File: src/rtl/http_request_line_router_defines.svh
// Assertion macros for the HTTP request-line router.
// Included by every RTL file that carries concurrent checks; needs clk and rst_n in scope.
`ifndef HTTP_REQUEST_LINE_ROUTER_DEFINES_SVH
`define HTTP_REQUEST_LINE_ROUTER_DEFINES_SVH

`ifndef SYNTHESIS

// Same-cycle implication, sampled on clk, quiet while in reset.
`define HRLR_ASSERT_NOW(label, ante, cons, msg) \
  label: assert property (@(posedge clk) disable iff (!rst_n) (ante) |-> (cons)) \
    else $error(msg);

// Next-cycle implication, sampled on clk, quiet while in reset.
`define HRLR_ASSERT_NEXT(label, ante, cons, msg) \
  label: assert property (@(posedge clk) disable iff (!rst_n) (ante) |=> (cons)) \
    else $error(msg);

`else

`define HRLR_ASSERT_NOW(label, ante, cons, msg)
`define HRLR_ASSERT_NEXT(label, ante, cons, msg)

`endif

`endif

File: src/rtl/hrlr_pkg.sv
// Shared types, character constants, phase codes and literal lookups for the router.
// No dependencies.
package hrlr_pkg;

  localparam logic [7:0] CHR_CR    = 8'h0D;
  localparam logic [7:0] CHR_LF    = 8'h0A;
  localparam logic [7:0] CHR_SPACE = 8'h20;

  // Parse phase codes
  localparam logic [2:0] PH_METHOD  = 3'd0;
  localparam logic [2:0] PH_GAP1    = 3'd1;
  localparam logic [2:0] PH_PATH    = 3'd2;
  localparam logic [2:0] PH_GAP2    = 3'd3;
  localparam logic [2:0] PH_VERSION = 3'd4;
  localparam logic [2:0] PH_HEADERS = 3'd5;
  localparam logic [2:0] PH_DONE    = 3'd6;

  // Match flag bit positions
  localparam int unsigned FB_GET     = 0;
  localparam int unsigned FB_ROOT    = 1;
  localparam int unsigned FB_METRICS = 2;
  localparam int unsigned FB_VER     = 3;

  localparam logic [3:0] FLAGS_ALL = 4'hF;
  localparam logic [3:0] POS_MAX   = 4'd15;

  localparam logic [3:0] LEN_GET     = 4'd3;
  localparam logic [3:0] LEN_ROOT    = 4'd1;
  localparam logic [3:0] LEN_METRICS = 4'd8;
  localparam logic [3:0] LEN_VER     = 4'd8;

  // Route codes
  localparam logic [1:0] RT_ROOT    = 2'd0;
  localparam logic [1:0] RT_METRICS = 2'd1;
  localparam logic [1:0] RT_NFOUND  = 2'd2;
  localparam logic [1:0] RT_BADVER  = 2'd3;

  typedef struct packed {
    logic       valid;
    logic [1:0] route;
  } hrlr_res_t;

  // Characters of "GET"; positions beyond the literal return zero.
  function automatic logic [7:0] lit_get(input logic [3:0] pos);
    logic [7:0] ch;
    case (pos)
      4'd0:    ch = 8'h47;
      4'd1:    ch = 8'h45;
      4'd2:    ch = 8'h54;
      default: ch = 8'h00;
    endcase
    return ch;
  endfunction

  // Characters of "/metrics"; also serves "/" at position zero.
  function automatic logic [7:0] lit_metrics(input logic [3:0] pos);
    logic [7:0] ch;
    case (pos)
      4'd0:    ch = 8'h2F;
      4'd1:    ch = 8'h6D;
      4'd2:    ch = 8'h65;
      4'd3:    ch = 8'h74;
      4'd4:    ch = 8'h72;
      4'd5:    ch = 8'h69;
      4'd6:    ch = 8'h63;
      4'd7:    ch = 8'h73;
      default: ch = 8'h00;
    endcase
    return ch;
  endfunction

  // Characters of "HTTP/1.1".
  function automatic logic [7:0] lit_ver(input logic [3:0] pos);
    logic [7:0] ch;
    case (pos)
      4'd0:    ch = 8'h48;
      4'd1:    ch = 8'h54;
      4'd2:    ch = 8'h54;
      4'd3:    ch = 8'h50;
      4'd4:    ch = 8'h2F;
      4'd5:    ch = 8'h31;
      4'd6:    ch = 8'h2E;
      4'd7:    ch = 8'h31;
      default: ch = 8'h00;
    endcase
    return ch;
  endfunction

endpackage

File: src/rtl/hrlr_parse.sv
// Input word register and per-byte request-line parser with its state registers.
// Depends on hrlr_pkg and the router defines header.
`include "http_request_line_router_defines.svh"

module hrlr_parse
  import hrlr_pkg::*;
(
  input  logic       clk,
  input  logic       rst_n,
  input  logic       in_valid,
  output logic       in_ready,
  input  logic [7:0] in_data_byte,
  input  logic       in_new_connection,
  input  logic       can_take,
  output logic       fire,
  output hrlr_res_t  res
);

  logic       s1_valid_r;
  logic [7:0] s1_byte_r;
  logic       s1_newc_r;

  logic [2:0] phase_r, phase_nxt;
  logic [3:0] pos_r, pos_nxt;
  logic [3:0] flags_r, flags_nxt;
  logic       lhc_r, lhc_nxt;

  assign fire     = s1_valid_r && can_take;
  assign in_ready = !s1_valid_r || can_take;

  always_ff @(posedge clk) begin
    if (!rst_n) begin
      s1_valid_r <= 1'b0;
    end else if (in_valid && in_ready) begin
      s1_valid_r <= 1'b1;
    end else if (fire) begin
      s1_valid_r <= 1'b0;
    end
  end

  always_ff @(posedge clk) begin
    if (in_valid && in_ready) begin
      s1_byte_r <= in_data_byte;
      s1_newc_r <= in_new_connection;
    end
  end

  always_comb begin
    logic [7:0] c;
    logic       is_sp;
    c         = s1_byte_r;
    is_sp     = (c == CHR_SPACE);
    phase_nxt = s1_newc_r ? PH_METHOD : phase_r;
    pos_nxt   = s1_newc_r ? 4'd0 : pos_r;
    flags_nxt = s1_newc_r ? FLAGS_ALL : flags_r;
    lhc_nxt   = s1_newc_r ? 1'b0 : lhc_r;
    res       = '0;

    if (phase_nxt >= PH_DONE || c == CHR_CR) begin
      // ignore
    end else if (c == CHR_LF) begin
      if (!lhc_nxt) begin
        res.valid = 1'b1;
        if (!(phase_nxt == PH_HEADERS && flags_nxt[FB_VER])) begin
          res.route = RT_BADVER;
        end else if (flags_nxt[FB_GET] && flags_nxt[FB_ROOT]) begin
          res.route = RT_ROOT;
        end else if (flags_nxt[FB_GET] && flags_nxt[FB_METRICS]) begin
          res.route = RT_METRICS;
        end else begin
          res.route = RT_NFOUND;
        end
        phase_nxt = PH_DONE;
      end else begin
        if (phase_nxt == PH_VERSION) begin
          if (pos_nxt != LEN_VER) flags_nxt[FB_VER] = 1'b0;
        end else if (phase_nxt < PH_VERSION) begin
          flags_nxt[FB_VER] = 1'b0;
        end
        phase_nxt = PH_HEADERS;
        lhc_nxt   = 1'b0;
      end
    end else begin
      lhc_nxt = 1'b1;
      if (phase_nxt < PH_HEADERS) begin
        if (phase_nxt == PH_GAP1 && !is_sp) begin
          phase_nxt = PH_PATH;
          pos_nxt   = 4'd0;
        end else if (phase_nxt == PH_GAP2 && !is_sp) begin
          phase_nxt = PH_VERSION;
          pos_nxt   = 4'd0;
        end

        if (phase_nxt == PH_METHOD) begin
          if (is_sp) begin
            if (pos_nxt != LEN_GET) flags_nxt[FB_GET] = 1'b0;
            phase_nxt = PH_GAP1;
          end else begin
            if (pos_nxt >= LEN_GET || lit_get(pos_nxt) != c) flags_nxt[FB_GET] = 1'b0;
            if (pos_nxt < POS_MAX) pos_nxt = pos_nxt + 4'd1;
          end
        end else if (phase_nxt == PH_PATH) begin
          if (is_sp) begin
            if (pos_nxt != LEN_ROOT) flags_nxt[FB_ROOT] = 1'b0;
            if (pos_nxt != LEN_METRICS) flags_nxt[FB_METRICS] = 1'b0;
            phase_nxt = PH_GAP2;
          end else begin
            if (pos_nxt >= LEN_ROOT || lit_metrics(pos_nxt) != c) flags_nxt[FB_ROOT] = 1'b0;
            if (pos_nxt >= LEN_METRICS || lit_metrics(pos_nxt) != c) begin
              flags_nxt[FB_METRICS] = 1'b0;
            end
            if (pos_nxt < POS_MAX) pos_nxt = pos_nxt + 4'd1;
          end
        end else if (phase_nxt == PH_VERSION) begin
          if (pos_nxt >= LEN_VER || lit_ver(pos_nxt) != c) flags_nxt[FB_VER] = 1'b0;
          if (pos_nxt < POS_MAX) pos_nxt = pos_nxt + 4'd1;
        end
      end
    end
  end

  always_ff @(posedge clk) begin
    if (!rst_n) begin
      phase_r <= PH_METHOD;
      pos_r   <= 4'd0;
      flags_r <= FLAGS_ALL;
      lhc_r   <= 1'b0;
    end else if (fire) begin
      phase_r <= phase_nxt;
      pos_r   <= pos_nxt;
      flags_r <= flags_nxt;
      lhc_r   <= lhc_nxt;
    end
  end

  `HRLR_ASSERT_NOW(a_res_only_on_lf, fire && res.valid, s1_byte_r == CHR_LF, "route without newline")
  `HRLR_ASSERT_NEXT(a_done_after_res, fire && res.valid, phase_r == PH_DONE, "phase not done after route")
  `HRLR_ASSERT_NOW(a_quiet_when_done, fire && phase_r >= PH_DONE && !s1_newc_r, !res.valid, "route after done")

endmodule

File: src/rtl/hrlr_out_reg.sv
// Result register for the route word, holding it until the consumer takes it.
// Depends on hrlr_pkg.
module hrlr_out_reg
  import hrlr_pkg::*;
(
  input  logic       clk,
  input  logic       rst_n,
  input  logic       load,
  input  hrlr_res_t  res,
  output logic       can_take,
  output logic       out_valid,
  input  logic       out_ready,
  output logic [1:0] out_route
);

  logic       valid_r;
  logic [1:0] route_r;

  assign can_take  = !valid_r || out_ready;
  assign out_valid = valid_r;
  assign out_route = route_r;

  always_ff @(posedge clk) begin
    if (!rst_n) begin
      valid_r <= 1'b0;
    end else if (load && res.valid) begin
      valid_r <= 1'b1;
    end else if (out_ready) begin
      valid_r <= 1'b0;
    end
  end

  always_ff @(posedge clk) begin
    if (load && res.valid) route_r <= res.route;
  end

endmodule

File: src/rtl/http_request_line_router.sv
// Top level of the HTTP request-line router: input word register, parser, result register.
// Depends on hrlr_pkg, hrlr_parse and hrlr_out_reg.
//
// The router takes one request byte per word and, once the header ends with an empty
// line, gives a single route word: 0 root page, 1 metrics page, 2 not found, 3 version
// not supported. Carriage returns are dropped; the first line is split into method,
// path and version at runs of spaces, and each field is matched against GET, "/" or
// "/metrics", and HTTP/1.1 as its characters stream past. Everything after the route
// is ignored until a word arrives with in_new_connection set, which clears the parse
// state before that byte is looked at. Throughput is one byte per clock while the output
// register has room: a byte is captured in an input register, parsed by a single pass of
// compare and phase logic, and any route lands in an output register. The only stall
// comes from the output register: while a route waits unread, the parser holds its byte
// and in_ready drops. No configuration, no memories, no clearing pass after reset.
module http_request_line_router
  import hrlr_pkg::*;
(
  input  logic       clk,
  input  logic       rst_n,
  input  logic       in_valid,
  output logic       in_ready,
  input  logic [7:0] in_data_byte,
  input  logic       in_new_connection,
  output logic       out_valid,
  input  logic       out_ready,
  output logic [1:0] out_route
);

  logic      can_take;
  logic      fire;
  hrlr_res_t res;

  // Byte register and parser; advance whenever the result register has room.
  hrlr_parse u_parse (
    .clk               (clk),
    .rst_n             (rst_n),
    .in_valid          (in_valid),
    .in_ready          (in_ready),
    .in_data_byte      (in_data_byte),
    .in_new_connection (in_new_connection),
    .can_take          (can_take),
    .fire              (fire),
    .res               (res)
  );

  // Hold the route word until the consumer takes it.
  hrlr_out_reg u_out (
    .clk       (clk),
    .rst_n     (rst_n),
    .load      (fire),
    .res       (res),
    .can_take  (can_take),
    .out_valid (out_valid),
    .out_ready (out_ready),
    .out_route (out_route)
  );

endmodule
File: config.mk
export PLATFORM = sky130hd
export DESIGN_NAME = http_request_line_router
export DESIGN_NICKNAME = d
export VERILOG_FILES = /design/src/rtl/hrlr_pkg.sv /design/src/rtl/hrlr_parse.sv /design/src/rtl/hrlr_out_reg.sv /design/src/rtl/http_request_line_router.sv
export VERILOG_INCLUDE_DIRS = /design/src /design/src/rtl
export SDC_FILE = /design/constraint.sdc
export NUM_CORES = 1
export LEC_CHECK = 0
export BUFFER_PORTS_ARGS = -buffer_cell sky130_fd_sc_hd__buf_2
export CAP_MARGIN = 10
export CORE_AREA = 2 2 62 64
export DETAILED_ROUTE_END_ITERATION = 12
export DIE_AREA = 0 0 64 66
export MAX_ROUTING_LAYER = met4
export PLACE_DENSITY = 0.85
export SYNTH_ARGS = -nofsm -noshare
export SYNTH_HDL_FRONTEND = slang
export SYNTH_HIERARCHICAL = 1
export SYNTH_SLANG_ARGS = --single-unit
File: constraint.sdc
create_clock -name clk -period 3.2 [get_ports clk]
set_input_delay 0 -clock clk [delete_from_list [all_inputs] [get_ports clk]]
set_output_delay 0 -clock clk [all_outputs]
set_load 0.05 [all_outputs]
==> summary.txt, run 1 <==
Timing
  • Period utilization: 94.3%
  • Clock skew: 0.0111 ns
  • Setup WS post-layout: 0.184 ns
  • Hold Vio Cnt, Final: 0
  • Final Max Slew Viols: 0
  • Fin Setup TNS: 0 ns
  • Rel. slew slack: 59.0%
  • Final min period: 3.02 ns
  • Setup-failing EPs final: 0
  • F_max: 332 MHz
  • Slew @ Worst Pin: 0.611 ns
  • RSZ-0062 raised after global routing: no

GRT
  • Vias in the first global route: 1958
  • First-pass GRT wire length: 9360 microns
  • Largest net degree at the start of global routing: 15
  • GR Util All Layers: 29.4%
  • Total global routing overflow: 0
  • Initial antenna violation count: 0

Setup path
  • WP data required: 3.47 ns
  • Arrival time at the worst endpoint: 3.28 ns
  • CP Capture Type: register
  • Critical path type: register to register
  • CP Max Fanout: 9
  • CP Launch Type: register
  • R2R Setup Slk: 0.18 ns

CTS
  • Cts hold-fix bufs: 12
  • Post-CTS setup buffer count: 0
  • Clock Path Buffers: 2
  • TritonCTS buffer count: 3
  • Post-CTS Resized: 0
  • Later-pin clock latency in the skew report: 0.33 ns
  • Root Driver: clkbuf_4
  • Clk slew on worst S/H paths: 0.15 ns
  • CTS tree: built
  • Sink Count: 25
  • H-Tree Depth: 1

Floorplan
  • Row count: 22
  • Die Area: 4220 sq um
  • I/O pins: 17
  • Die height: 66 microns
  • Die width: 64 microns
  • Core box area: 3550 sq um
  • Starting Density: 57.4%

Layout
  • Design Area, Final: 2290 sq um
  • NumNets Final: 284
  • Layout fillers: 268
  • Area of the multi-input gates: 1280 sq um
  • Share of cells above drive strength 1: 16.6%
  • Fin cells: 313
  • Reg area: 611 sq um
  • ANT cells: 0
  • Layout area overhead: 12.3%

Power
  • Total power: 675 uW
  • Max VDD drop: 0.247 mV
  • Pwr dens: 295 nW/um^2
  • Pleak: 0.000881 uW

Logic synthesis
  • Sequential cell area fraction in the yosys report: 30.0%
  • Synth unique cells: 65
  • Synth Instances: 242
  • #FFs+latches synth: 25
  • Syn Nets: 260
  • Mean Syn Cell Area: 8.42 sq um
  • Ys flop type: dfxtp_1
  • FFs w/ async S/R, synth: 0%
  • Yosys warns: 6
  • Post-synth EDFFs: 11
  • Syn Std Cell Area: 2040 sq um

Run
  • Max Cap Viol: 0

Routing
  • Drt first pass iters: 8
  • DR WL/cell: 18.6 microns
  • Drt total wl: 5830 microns
  • Starting DRC count in detailed routing: 241
  • Via/cell ratio: 6.67
  • DR vias: 2089
  • DRC: 0
  • DRT antenna net count: 0

Placement
  • Place WS: 0.282 ns
  • DP HPWL: 4150 microns
  • Final Wtd Congestion: 0.990
  • Placed Cells: 297
  • IO buf count: 16
  • Placed cell areas: 2140 sq um

Status
  • Status: finished clean

Worst hold path
  • Worst hold path class: primary input to register
cells in the mapped netlist, types with 2 or more instances:
library cell	n	area share, %
o21ai_2	2	0.86
a32oi_1	2	0.86
a31oi_1	4	1.2
o31ai_1	2	0.74
xor2_1	2	0.86
o21ai_1	4	0.98
o221ai_1	2	0.86
inv_1	10	1.8
o21ai_0	10	2.5
nor4_1	2	0.61
and2_1	3	0.92
a21o_1	4	1.5
nor3_1	3	0.74
o32ai_1	2	0.86
clkbuf_1	6	1.1
a2bb2oi_1	2	0.86
nand2_1	24	4.4
nand3b_1	2	0.74
o22ai_1	2	0.61
nand3_1	8	2.0
nand2b_1	7	2.1
or4_1	2	0.74
a21boi_0	2	0.74
nor4b_1	3	1.3
o21a_1	2	0.74
and3_1	4	1.2
nor2b_1	9	2.8
ha_1	5	3.1
o31a_1	2	0.86
a21oi_2	2	0.86
mux2i_1	5	2.5
edfxtp_1	11	16
buf_2	8	2.0
nor2_1	14	2.6
dfxtp_1	14	14
a21oi_1	15	3.7
xnor2_1	3	1.3
a22oi_1	2	0.74
buf_6	3	1.7
nand4_1	8	2.5
final timing paths:
path | depth (start not counted) | endpoint | start
min reg2reg | 2 | u_out/out_valid | u_out/out_valid
min | 2 | u_parse/s1_newc_r | in_new_connection
max reg2reg | 11 | u_parse/flags_r[3] | u_parse/s1_byte_r[0]
max | 11 | u_parse/flags_r[3] | u_parse/s1_byte_r[0]
area by class of cell:
type,count,area share (%)
inverters,10,1.64
clock buffers,3,0.984
repair buffers,37,11.7
clock inverters,1,0.219
multi-input cells,189,56.2
flip-flops and latches,25,26.7
well taps,48,2.62
per-layer routing:
layer,vias up,share of wire (%),GRT usage (%)
met4,0,5.3,17.1
met3,37,9.0,2.56
met2,161,46,47.4
met1,942,40,36.3
li1,949,-,-
met5,-,0,-
stage by stage:
stage / hold WS, ns / util, %
final: 0.368 / 64.4
after global routing: 0.364 / 64.4
after CTS: 0.368 / 64.4
after detailed placement: 0.178 / 60.3
after global placement: 0.176 / 60.3
after floorplan: 0.0989 / -
report_power, final:
part,internal (uW),total (uW),switching [uW]
Combinational,68.7,147,78.7
Clock,46.9,150,103
Sequential,350,377,27.6
registers in the layout, summed over array words and instances, names as in the netlist:
| register | flops |
|---|---|
| u_parse/lhc_r | 1 |
| u_parse/s1_valid_r | 1 |
| u_parse/pos_r | 4 |
| u_out/out_route | 2 |
| u_parse/s1_newc_r | 1 |
| u_parse/s1_byte_r | 8 |
| u_parse/flags_r | 4 |
| u_out/out_valid | 1 |
| u_parse/phase_r | 3 |
cells by family (layout without fill, tap and decap cells):
kind of cell / after synthesis / in the layout / share of synthesized area [%]
DFF: 25 / 25 / 30.0
xor gates and xnor gates: 5 / 5 / 2.15
muxes: 5 / 5 / 2.46
AOI/OAI and AO/OA: 74 / 74 / 25.7
buffers and inverters: 28 / 51 / 6.94
and+or+nand+nor: 100 / 100 / 29.7
adders and majority gates: 5 / 5 / 3.07
layout by cell type, fill, tap and decap left out, types with 3 or more instances in the layout:
| cell | netlist | layout |
|---|---|---|
| a21o_1 | 4 | 4 |
| a21oi_1 | 15 | 15 |
| a31oi_1 | 4 | 4 |
| and2_1 | 3 | 3 |
| and3_1 | 4 | 4 |
| buf_2 | 8 | 16 |
| buf_4 | 1 | 9 |
| clkbuf_4 | 0 | 3 |
| dfxtp_1 | 14 | 14 |
| dlygate4sd3_1 | 0 | 12 |
| edfxtp_1 | 11 | 11 |
| ha_1 | 5 | 5 |
| inv_1 | 10 | 10 |
| mux2i_1 | 5 | 5 |
| nand2_1 | 24 | 24 |
| nand2b_1 | 7 | 7 |
| nand3_1 | 8 | 8 |
| nand4_1 | 8 | 8 |
| nor2_1 | 14 | 14 |
| nor2b_1 | 9 | 9 |
| nor3_1 | 3 | 3 |
| nor4b_1 | 3 | 3 |
| o21ai_0 | 10 | 10 |
| o21ai_1 | 4 | 4 |
| xnor2_1 | 3 | 3 |
worst max-delay path, stage by stage (launching register included):
cell,delay (ns)
edfxtp_1,0.55
nor4_4,0.43
a21oi_2,0.17
nor2_8,0.17
nand2_1,0.15
inv_1,0.14
ha_1,0.33
o21ai_0,0.15
xnor2_1,0.15
nor4b_1,0.33
nand4_1,0.19
o2111ai_1,0.21
(Power assumes the default switching activity.)
==> run 2: changes to the inputs <==
--- a/config.mk
+++ b/config.mk
@@ -6,13 +6,14 @@
 export SDC_FILE = /design/constraint.sdc
 export NUM_CORES = 1
 export LEC_CHECK = 0
+export ABC_AREA = 1
 export BUFFER_PORTS_ARGS = -buffer_cell sky130_fd_sc_hd__buf_2
 export CAP_MARGIN = 10
-export CORE_AREA = 2 2 62 64
+export CORE_AREA = 2 2 63 65
 export DETAILED_ROUTE_END_ITERATION = 12
-export DIE_AREA = 0 0 64 66
+export DIE_AREA = 0 0 65 67
 export MAX_ROUTING_LAYER = met4
-export PLACE_DENSITY = 0.85
+export PLACE_DENSITY = 0.86
 export SYNTH_ARGS = -nofsm -noshare
 export SYNTH_HDL_FRONTEND = slang
 export SYNTH_HIERARCHICAL = 1
==> run 2 against run 1 <==
Cell area grew 6.0%. First-iteration DRC count shrank 23%. Synthesized cell count grew 35%. Sequential power shrank 1%. Worst hold slack lost 0.36 ns. Critical path type unchanged. Register-to-register slack gained 0.16 ns. Utilization grew 2.8 points. Fmax grew 5.6%. Flip-flop and latch count is the same. Clock power grew 29%.
==> summary.txt, run 2 <==
Layout
  • Fin cells: 404 (+29%)
  • Registers with the most flip-flops: u_parse/s1_byte_r x8, u_parse/flags_r x4, u_parse/pos_r x4
  • ANT cells: 0 (unchanged)
  • NumNets Final: 375 (+32%)
  • Layout area overhead: 13.2%
  • Largest Register: u_parse/s1_byte_r
  • Area of the multi-input gates: 1290 sq um (about the same)
  • Commonest non-fill, non-tap cell in the layout: nand2_1
  • Layout fillers: 336 (+25%)
  • Most frequent cells in the layout: nand2_1 (71), inv_1 (40), nor2_1 (38), nand3_1 (27), a21oi_1 (20)
  • Reg area: 611 sq um (unchanged)
  • Number of flip-flops under the largest register name: 8 (unchanged)
  • Share of cells above drive strength 1: 19.9% (+3.3 points)

Timing
  • Slew @ Worst Pin: 0.870 ns (+0.259 ns)
  • Period utilization: 89.3% (-5.0 points)
  • Worst hold slack: 0.00970 ns (-0.358 ns)
  • Final min period: 2.86 ns (-0.159 ns)
  • Setup-failing EPs final: 0 (unchanged)
  • Rel. slew slack: 42.0% (-17 points)
  • Hold Vio Cnt, Final: 0 (unchanged)
  • F_max: 350 MHz (+5.6%)
  • RSZ-0062 raised after global routing: no
  • Fin Setup TNS: 0 ns (unchanged)
  • Final Max Slew Viols: 0 (unchanged)
  • Setup WS post-layout: 0.343 ns (+0.159 ns)
  • Clock skew: 0.00245 ns (-0.00861 ns)

Setup path
  • Arrival time at the worst endpoint: 3.08 ns (-0.20 ns)
  • CP Max Fanout: 18 (+9)
  • WP data required: 3.42 ns (-0.05 ns)
  • CP Capture Type: register
  • Critical path type: register to register
  • CP Launch Type: register

Floorplan
  • Core box area: 3610 sq um (+1.6%)
  • Die width: 65 microns (+1.6%)
  • Die Area: 4360 sq um (+3.1%)
  • I/O pins: 17 (unchanged)
  • Starting Density: 59.4% (+2.0 points)
  • Row count: 22 (unchanged)
  • Die height: 67 microns (+1.5%)

CTS
  • Later-pin clock latency in the skew report: 0.27 ns (-0.06 ns)
  • H-Tree Depth: 1 (unchanged)
  • Root Driver: clkbuf_8
  • CTS tree: built
  • Clk slew on worst S/H paths: 0.09 ns (-0.06 ns)
  • Sink Count: 25 (unchanged)
  • Clock Path Buffers: 2 (unchanged)
  • TritonCTS buffer count: 3 (unchanged)

Placement
  • DP HPWL: 4700 microns (+13%)
  • Placed Cells: 390 (+31%)
  • IO buf count: 16 (unchanged)
  • Final Wtd Congestion: 0.998 (+0.76%)
  • Place WS: 0.455 ns (+0.173 ns)

Power
  • Total power: 793 uW (+18%)
  • Pwr dens: 327 nW/um^2 (+11%)
  • Max VDD drop: 0.202 mV (-18%)
  • Pleak: 0.00117 uW (+33%)

GRT
  • Vias in the first global route: 2204 (+13%)
  • Met2 Usage GRT: 52.3% (+4.9 points)
  • GRT met1 Usage: 40.5% (+4.2 points)
  • GR Util All Layers: 32.0% (+2.6 points)
  • GR peak layer: met2
  • GR Util met3: 3.72% (+1.2 points)
  • First-pass GRT wire length: 10200 microns (+9.5%)
  • Total global routing overflow: 0 (unchanged)
  • Largest net degree at the start of global routing: 21 (+6)
  • Initial antenna violation count: 0 (unchanged)

Routing
  • Drt first pass iters: 5 (-3)
  • Drt total wl: 6210 microns (+6.6%)
  • DRC: 0 (unchanged)
  • Via/cell ratio: 5.75 (-14%)
  • DR WL/cell: 15.4 microns (-17%)
  • DRT antenna net count: 0 (unchanged)
  • Starting DRC count in detailed routing: 186 (-23%)
  • DR vias: 2324 (+11%)

Logic synthesis
  • Syn Std Cell Area: 2140 sq um (+5.2%)
  • Mean Syn Cell Area: 6.57 sq um (-22%)
  • Synth unique cells: 33 (-49%)
  • Yosys top cell area share: 15.4% (-0.80 points)
  • Syn Nets: 344 (+32%)
  • Synth Instances: 326 (+35%)
  • Ys flop type: dfxtp_1
  • Yosys top cell by area: edfxtp_1
  • Post-synth top cells: nand2_1 (71), inv_1 (40), nor2_1 (38)
  • Yosys warns: 6 (unchanged)
  • Post-synth EDFFs: 11 (unchanged)
  • Top cells by area, synth: edfxtp_1 (15%), dfxtp_1 (13%), nand2_1 (12%), inv_1 (7.0%), nor2_1 (6.7%)
  • Sequential cell area fraction in the yosys report: 28.5% (-1.5 points)
  • Most common cell in the netlist: nand2_1
  • #FFs+latches synth: 25 (unchanged)
  • FFs w/ async S/R, synth: 0% (unchanged)

Status
  • Status: finished clean

Run
  • Max Cap Viol: 0 (unchanged)

Worst hold path
  • Worst hold path class: primary input to register
## run 2: cell types whose count changed after synthesis, sizes merged, moves of 9 or more
| cell | change |
|---|---|
| nand2 | +61 |
| inv | +41 |
| nor2 | +29 |
| nand3 | +22 |
| nor2b | -9 |
## run 2: stage by stage
step	cell area (sq um)	util, %
after floorplan	2140	-
after global placement	2280	63.2
after CTS	2420	67.2
final	2420	67.2
after detailed placement	2280	63.2
after global routing	2420	67.2
## run 2: final timing paths
kind,slack [ns],to,start,depth (start not counted)
worst max-delay path,0.34,u_parse/flags_r[3],u_parse/s1_byte_r[4],24
worst min-delay path,0.01,u_out/out_valid,out_ready,4
worst max register to register,0.34,u_parse/flags_r[3],u_parse/s1_byte_r[4],24
worst min register to register,0.50,u_parse/flags_r[1],u_parse/flags_r[1],2
## run 2: critical path: stages, from the launching register on
cell      delay [ns]
edfxtp_1        0.49
inv_1           0.17
nand2_1         0.08
nor2_2          0.13
nand2_4         0.08
nand2_8         0.17
inv_1           0.07
nor2_1          0.12
inv_1           0.10
ha_1            0.26
inv_1           0.16
nand2_1         0.08
nand3_1         0.08
nand3_1         0.10
a21oi_2         0.11
nand3_1         0.07
nor2_1          0.09
nand2_1         0.05
nor2_1          0.08
nand2_1         0.06
nand2_1         0.05
nand2_1         0.04
nand2_1         0.05
nand2_1         0.04
nand2_1         0.05
## run 2: report_power, final
part | internal (uW) | switching [uW]
Combinational | 80.5 | 146
Clock | 87.4 | 106
Sequential | 354 | 18.2
Total | 522 | 271
## run 2: cell type report
| cell class | count | area share (%) |
|---|---|---|
| inverters | 52 | 8.10 |
| repair buffers | 32 | 9.29 |
| flip-flops and latches | 25 | 25.2 |
| multi-input cells | 243 | 53.0 |
| clock buffers | 3 | 1.70 |
| well taps | 48 | 2.48 |
| clock inverters | 1 | 0.206 |
## run 2: timing repair
action | CTS | global route
setup buffers | 0 | 0
resized for setup | 0 | 0
hold buffers | 10 | 0
endpoints found under the hold margin | 10 | 0
## run 2: metal layers
layer  up-vias  wire, microns
met5         -              0
met4         0            178
met3        23            399
met1      1054           2690
li1       1140              -
met2       107           2950
## run 2: kinds of logic after synthesis
| group | synth area share, % |
|---|---|
| AO/OA/AOI/OAI | 15.1 |
| flip-flops | 28.5 |
| adder cells (fa/ha/maj) | 2.92 |
| AND/OR/NAND/NOR | 42.0 |
| buffers and inverters | 11.4 |
==> run 3: changes to the inputs <==
--- a/config.mk
+++ b/config.mk
@@ -6,14 +6,15 @@
 export SDC_FILE = /design/constraint.sdc
 export NUM_CORES = 1
 export LEC_CHECK = 0
-export ABC_AREA = 1
+export ABC_AREA = 0
 export BUFFER_PORTS_ARGS = -buffer_cell sky130_fd_sc_hd__buf_2
 export CAP_MARGIN = 10
-export CORE_AREA = 2 2 63 65
+export CORE_AREA = 2 2 62 64
 export DETAILED_ROUTE_END_ITERATION = 12
-export DIE_AREA = 0 0 65 67
+export DIE_AREA = 0 0 64 66
 export MAX_ROUTING_LAYER = met4
-export PLACE_DENSITY = 0.86
+export PLACE_DENSITY = 0.85
+export REMOVE_ABC_BUFFERS = 1
 export SYNTH_ARGS = -nofsm -noshare
 export SYNTH_HDL_FRONTEND = slang
 export SYNTH_HIERARCHICAL = 1
==> run 3 against run 2 <==
Die area decreased by 3.0%. Worst hold slack improved by 0.0067 ns. Sequential share of layout area increased by 1.8 points. Critical path depth decreased by 14. Critical path type unchanged.
==> summary.txt, run 3 (synthesis gave the netlist of run 1 again) <==
CTS
  • Cts hold-fix bufs: 11 (+1)
  • Clock Path Buffers: 2 (unchanged)
  • Post-CTS setup buffer count: 0 (unchanged)
  • TritonCTS buffer count: 3 (unchanged)
  • Clk slew on worst S/H paths: 0.13 ns (+0.04 ns)
  • Post-CTS Resized: 0 (unchanged)
  • H-Tree Depth: 1 (unchanged)
  • CTS tree: built
  • Root Driver: clkbuf_4
  • Later-pin clock latency in the skew report: 0.32 ns (+0.05 ns)
  • Sink Count: 25 (unchanged)

Setup path
  • CP max stage delay: 0.59 ns (+0.10 ns)
  • Worst path cell trace: nor4_4 > a21oi_2 > nor2_8 > nand2_1 > ha_1 > or4_1 > o21ai_2 > a21o_1 > a21oi_1 > o2111ai_1
  • Arrival time at the worst endpoint: 3.19 ns (+0.11 ns)
  • Crit path max-delay family: simple AND/OR/NAND/NOR gates
  • CP Capture Type: register
  • CP Max Fanout: 9 (-9)
  • WP data required: 3.44 ns (+0.02 ns)
  • Slowest CP cell: or4_1
  • Reg2Reg Depth: 10 (-58%)
  • Critical path type: register to register
  • CP Launch Type: register
  • Worst path depth: 10 (-58%)
  • Crit path buf inv count: 0 (-4)

Placement
  • DP HPWL: 4120 microns (-13%)
  • Final Wtd Congestion: 1.01 (+0.88%)
  • IO buf count: 16 (unchanged)
  • Place WS: 0.312 ns (-0.143 ns)

Routing
  • DR WL/cell: 17.6 microns (+14%)
  • DRT antenna net count: 0 (unchanged)
  • DR vias: 1986 (-15%)
  • DRC: 0 (unchanged)
  • Drt first pass iters: 5 (unchanged)
  • Via/cell ratio: 6.41 (+11%)
  • Starting DRC count in detailed routing: 197 (+5.9%)
  • Drt total wl: 5440 microns (-12%)

Worst hold path
  • Worst hold path class: primary input to register
  • Hold Path Cell Cnt: 2 (-2)

Power
  • Max VDD drop: 0.516 mV (+160%)
  • Pwr dens: 292 nW/um^2 (-11%)
  • Reg power frac: 57.6% (+11 points)
  • Combinational fraction of design power: 20.8% (-7.8 points)
  • Switching Share: 29.7% (-4.4 points)
  • Internal power: 464 uW (-11%)
  • Pleak: 0.000865 uW (-26%)
  • Power share of the clock group: 21.6% (-2.8 points)
  • Psw: 196 uW (-28%)

GRT
  • GR Util met3: 2.90% (-0.82 points)
  • Largest net degree at the start of global routing: 15 (-29%)
  • Vias in the first global route: 1877 (-15%)
  • GRT met1 Usage: 36.1% (-4.4 points)
  • Met2 Usage GRT: 45.6% (-6.7 points)
  • First-pass GRT wire length: 8930 microns (-13%)
  • Total global routing overflow: 0 (unchanged)
  • GR peak layer: met2
  • Initial antenna violation count: 0 (unchanged)
  • GR Util All Layers: 28.0% (-4.0 points)

Floorplan
  • Core box area: 3550 sq um (-1.5%)
  • Row count: 22 (unchanged)
  • Die height: 66 microns (-1.5%)
  • Die Area: 4220 sq um (-3.0%)
  • Starting Density: 57.4% (-2.0 points)
  • Die width: 64 microns (-1.5%)
  • I/O pins: 17 (unchanged)

Timing
  • Final min period: 2.95 ns (+0.0939 ns)
  • RSZ-0062 raised after global routing: no
  • Setup-failing EPs final: 0 (unchanged)
  • Hold Vio Cnt, Final: 0 (unchanged)
  • Fin Setup TNS: 0 ns (unchanged)
  • Clock skew: 0.0130 ns (+0.0105 ns)
  • Setup WS post-layout: 0.249 ns (-0.0939 ns)
  • Rel. slew slack: 62.7% (+21 points)
  • Slew @ Worst Pin: 0.555 ns (-0.314 ns)
  • F_max: 339 MHz (-3.2%)
  • Final Max Slew Viols: 0 (unchanged)
  • Period utilization: 92.2% (+2.9 points)

Layout
  • Registers with the most flip-flops: u_parse/s1_byte_r x8, u_parse/flags_r x4, u_parse/pos_r x4
  • ANT cells: 0 (unchanged)
  • Number of flip-flops under the largest register name: 8 (unchanged)
  • Commonest non-fill, non-tap cell in the layout: nand2_1
  • Post-layout util: 63.7% (-3.5 points)
  • Largest Register: u_parse/s1_byte_r
  • Layout area overhead: 11.1%
  • Share of cells above drive strength 1: 15.6% (-4.3 points)
  • NumNets Final: 281 (-25%)
  • Most frequent cells in the layout: nand2_1 (24), buf_2 (16), a21oi_1 (15), dfxtp_1 (14), nor2_1 (14)

Run
  • Max Cap Viol: 0 (unchanged)

Status
  • Status: finished clean
-- run 3: cell types whose count changed in the layout (fill, tap and decap cells not counted), sizes merged, moves of 5 or more --
cell,delta
nand4,-5
a21oi,-7
nand3,-22
nand2,-61
inv,-41
nand2b,+8
nor2,-29
nor3,-5
nor2b,+9
mux2i,+5
-- run 3: through the flow --
step | std cells | power [uW] | hold slack [ns] | cell area (sq um)
finish | 310 | 660 | 0.0164 | 2260
global route | 310 | 683 | 0.0406 | 2260
CTS | 310 | 657 | 0.00583 | 2260
detailed placement | 295 | 510 | 0.178 | 2130
global placement | 295 | 507 | 0.176 | 2130
floorplan | 224 | 467 | 0.0989 | 1930
-- run 3: power groups by stage --
stage / registers, uW / clock network (uW) / logic (uW)
global route: 383 / 150 / 151
CTS: 379 / 144 / 134
global placement: 385 / 0 / 121
detailed placement: 386 / 0 / 124
floorplan: 382 / 0 / 85.0
finish: 380 / 143 / 137
-- run 3: metal layers --
layer,routed length [microns],share of wire (%)
met5,0,0
met4,185,3.4
met3,521,9.6
met2,2560,47
met1,2170,40
-- run 3: path summary, 6_finish.rpt --
check	start	endpoint	slack, ns
max	u_parse/s1_byte_r[0]	u_parse/flags_r[3]	0.25
max reg2reg	u_parse/s1_byte_r[0]	u_parse/flags_r[3]	0.25
min	rst_n	u_parse/flags_r[3]	0.02
min reg2reg	u_parse/flags_r[2]	u_parse/flags_r[2]	0.52
-- run 3: cell type report --
| type | instances | area, sq um |
|---|---|---|
| clock buffers | 4 | 26.3 |
| well taps | 48 | 60.1 |
| flip-flops and latches | 25 | 611 |
| repair buffers | 34 | 243 |
| inverters | 10 | 37.5 |
| multi-input cells | 189 | 1280 |
| fillers | 279 | 1290 |
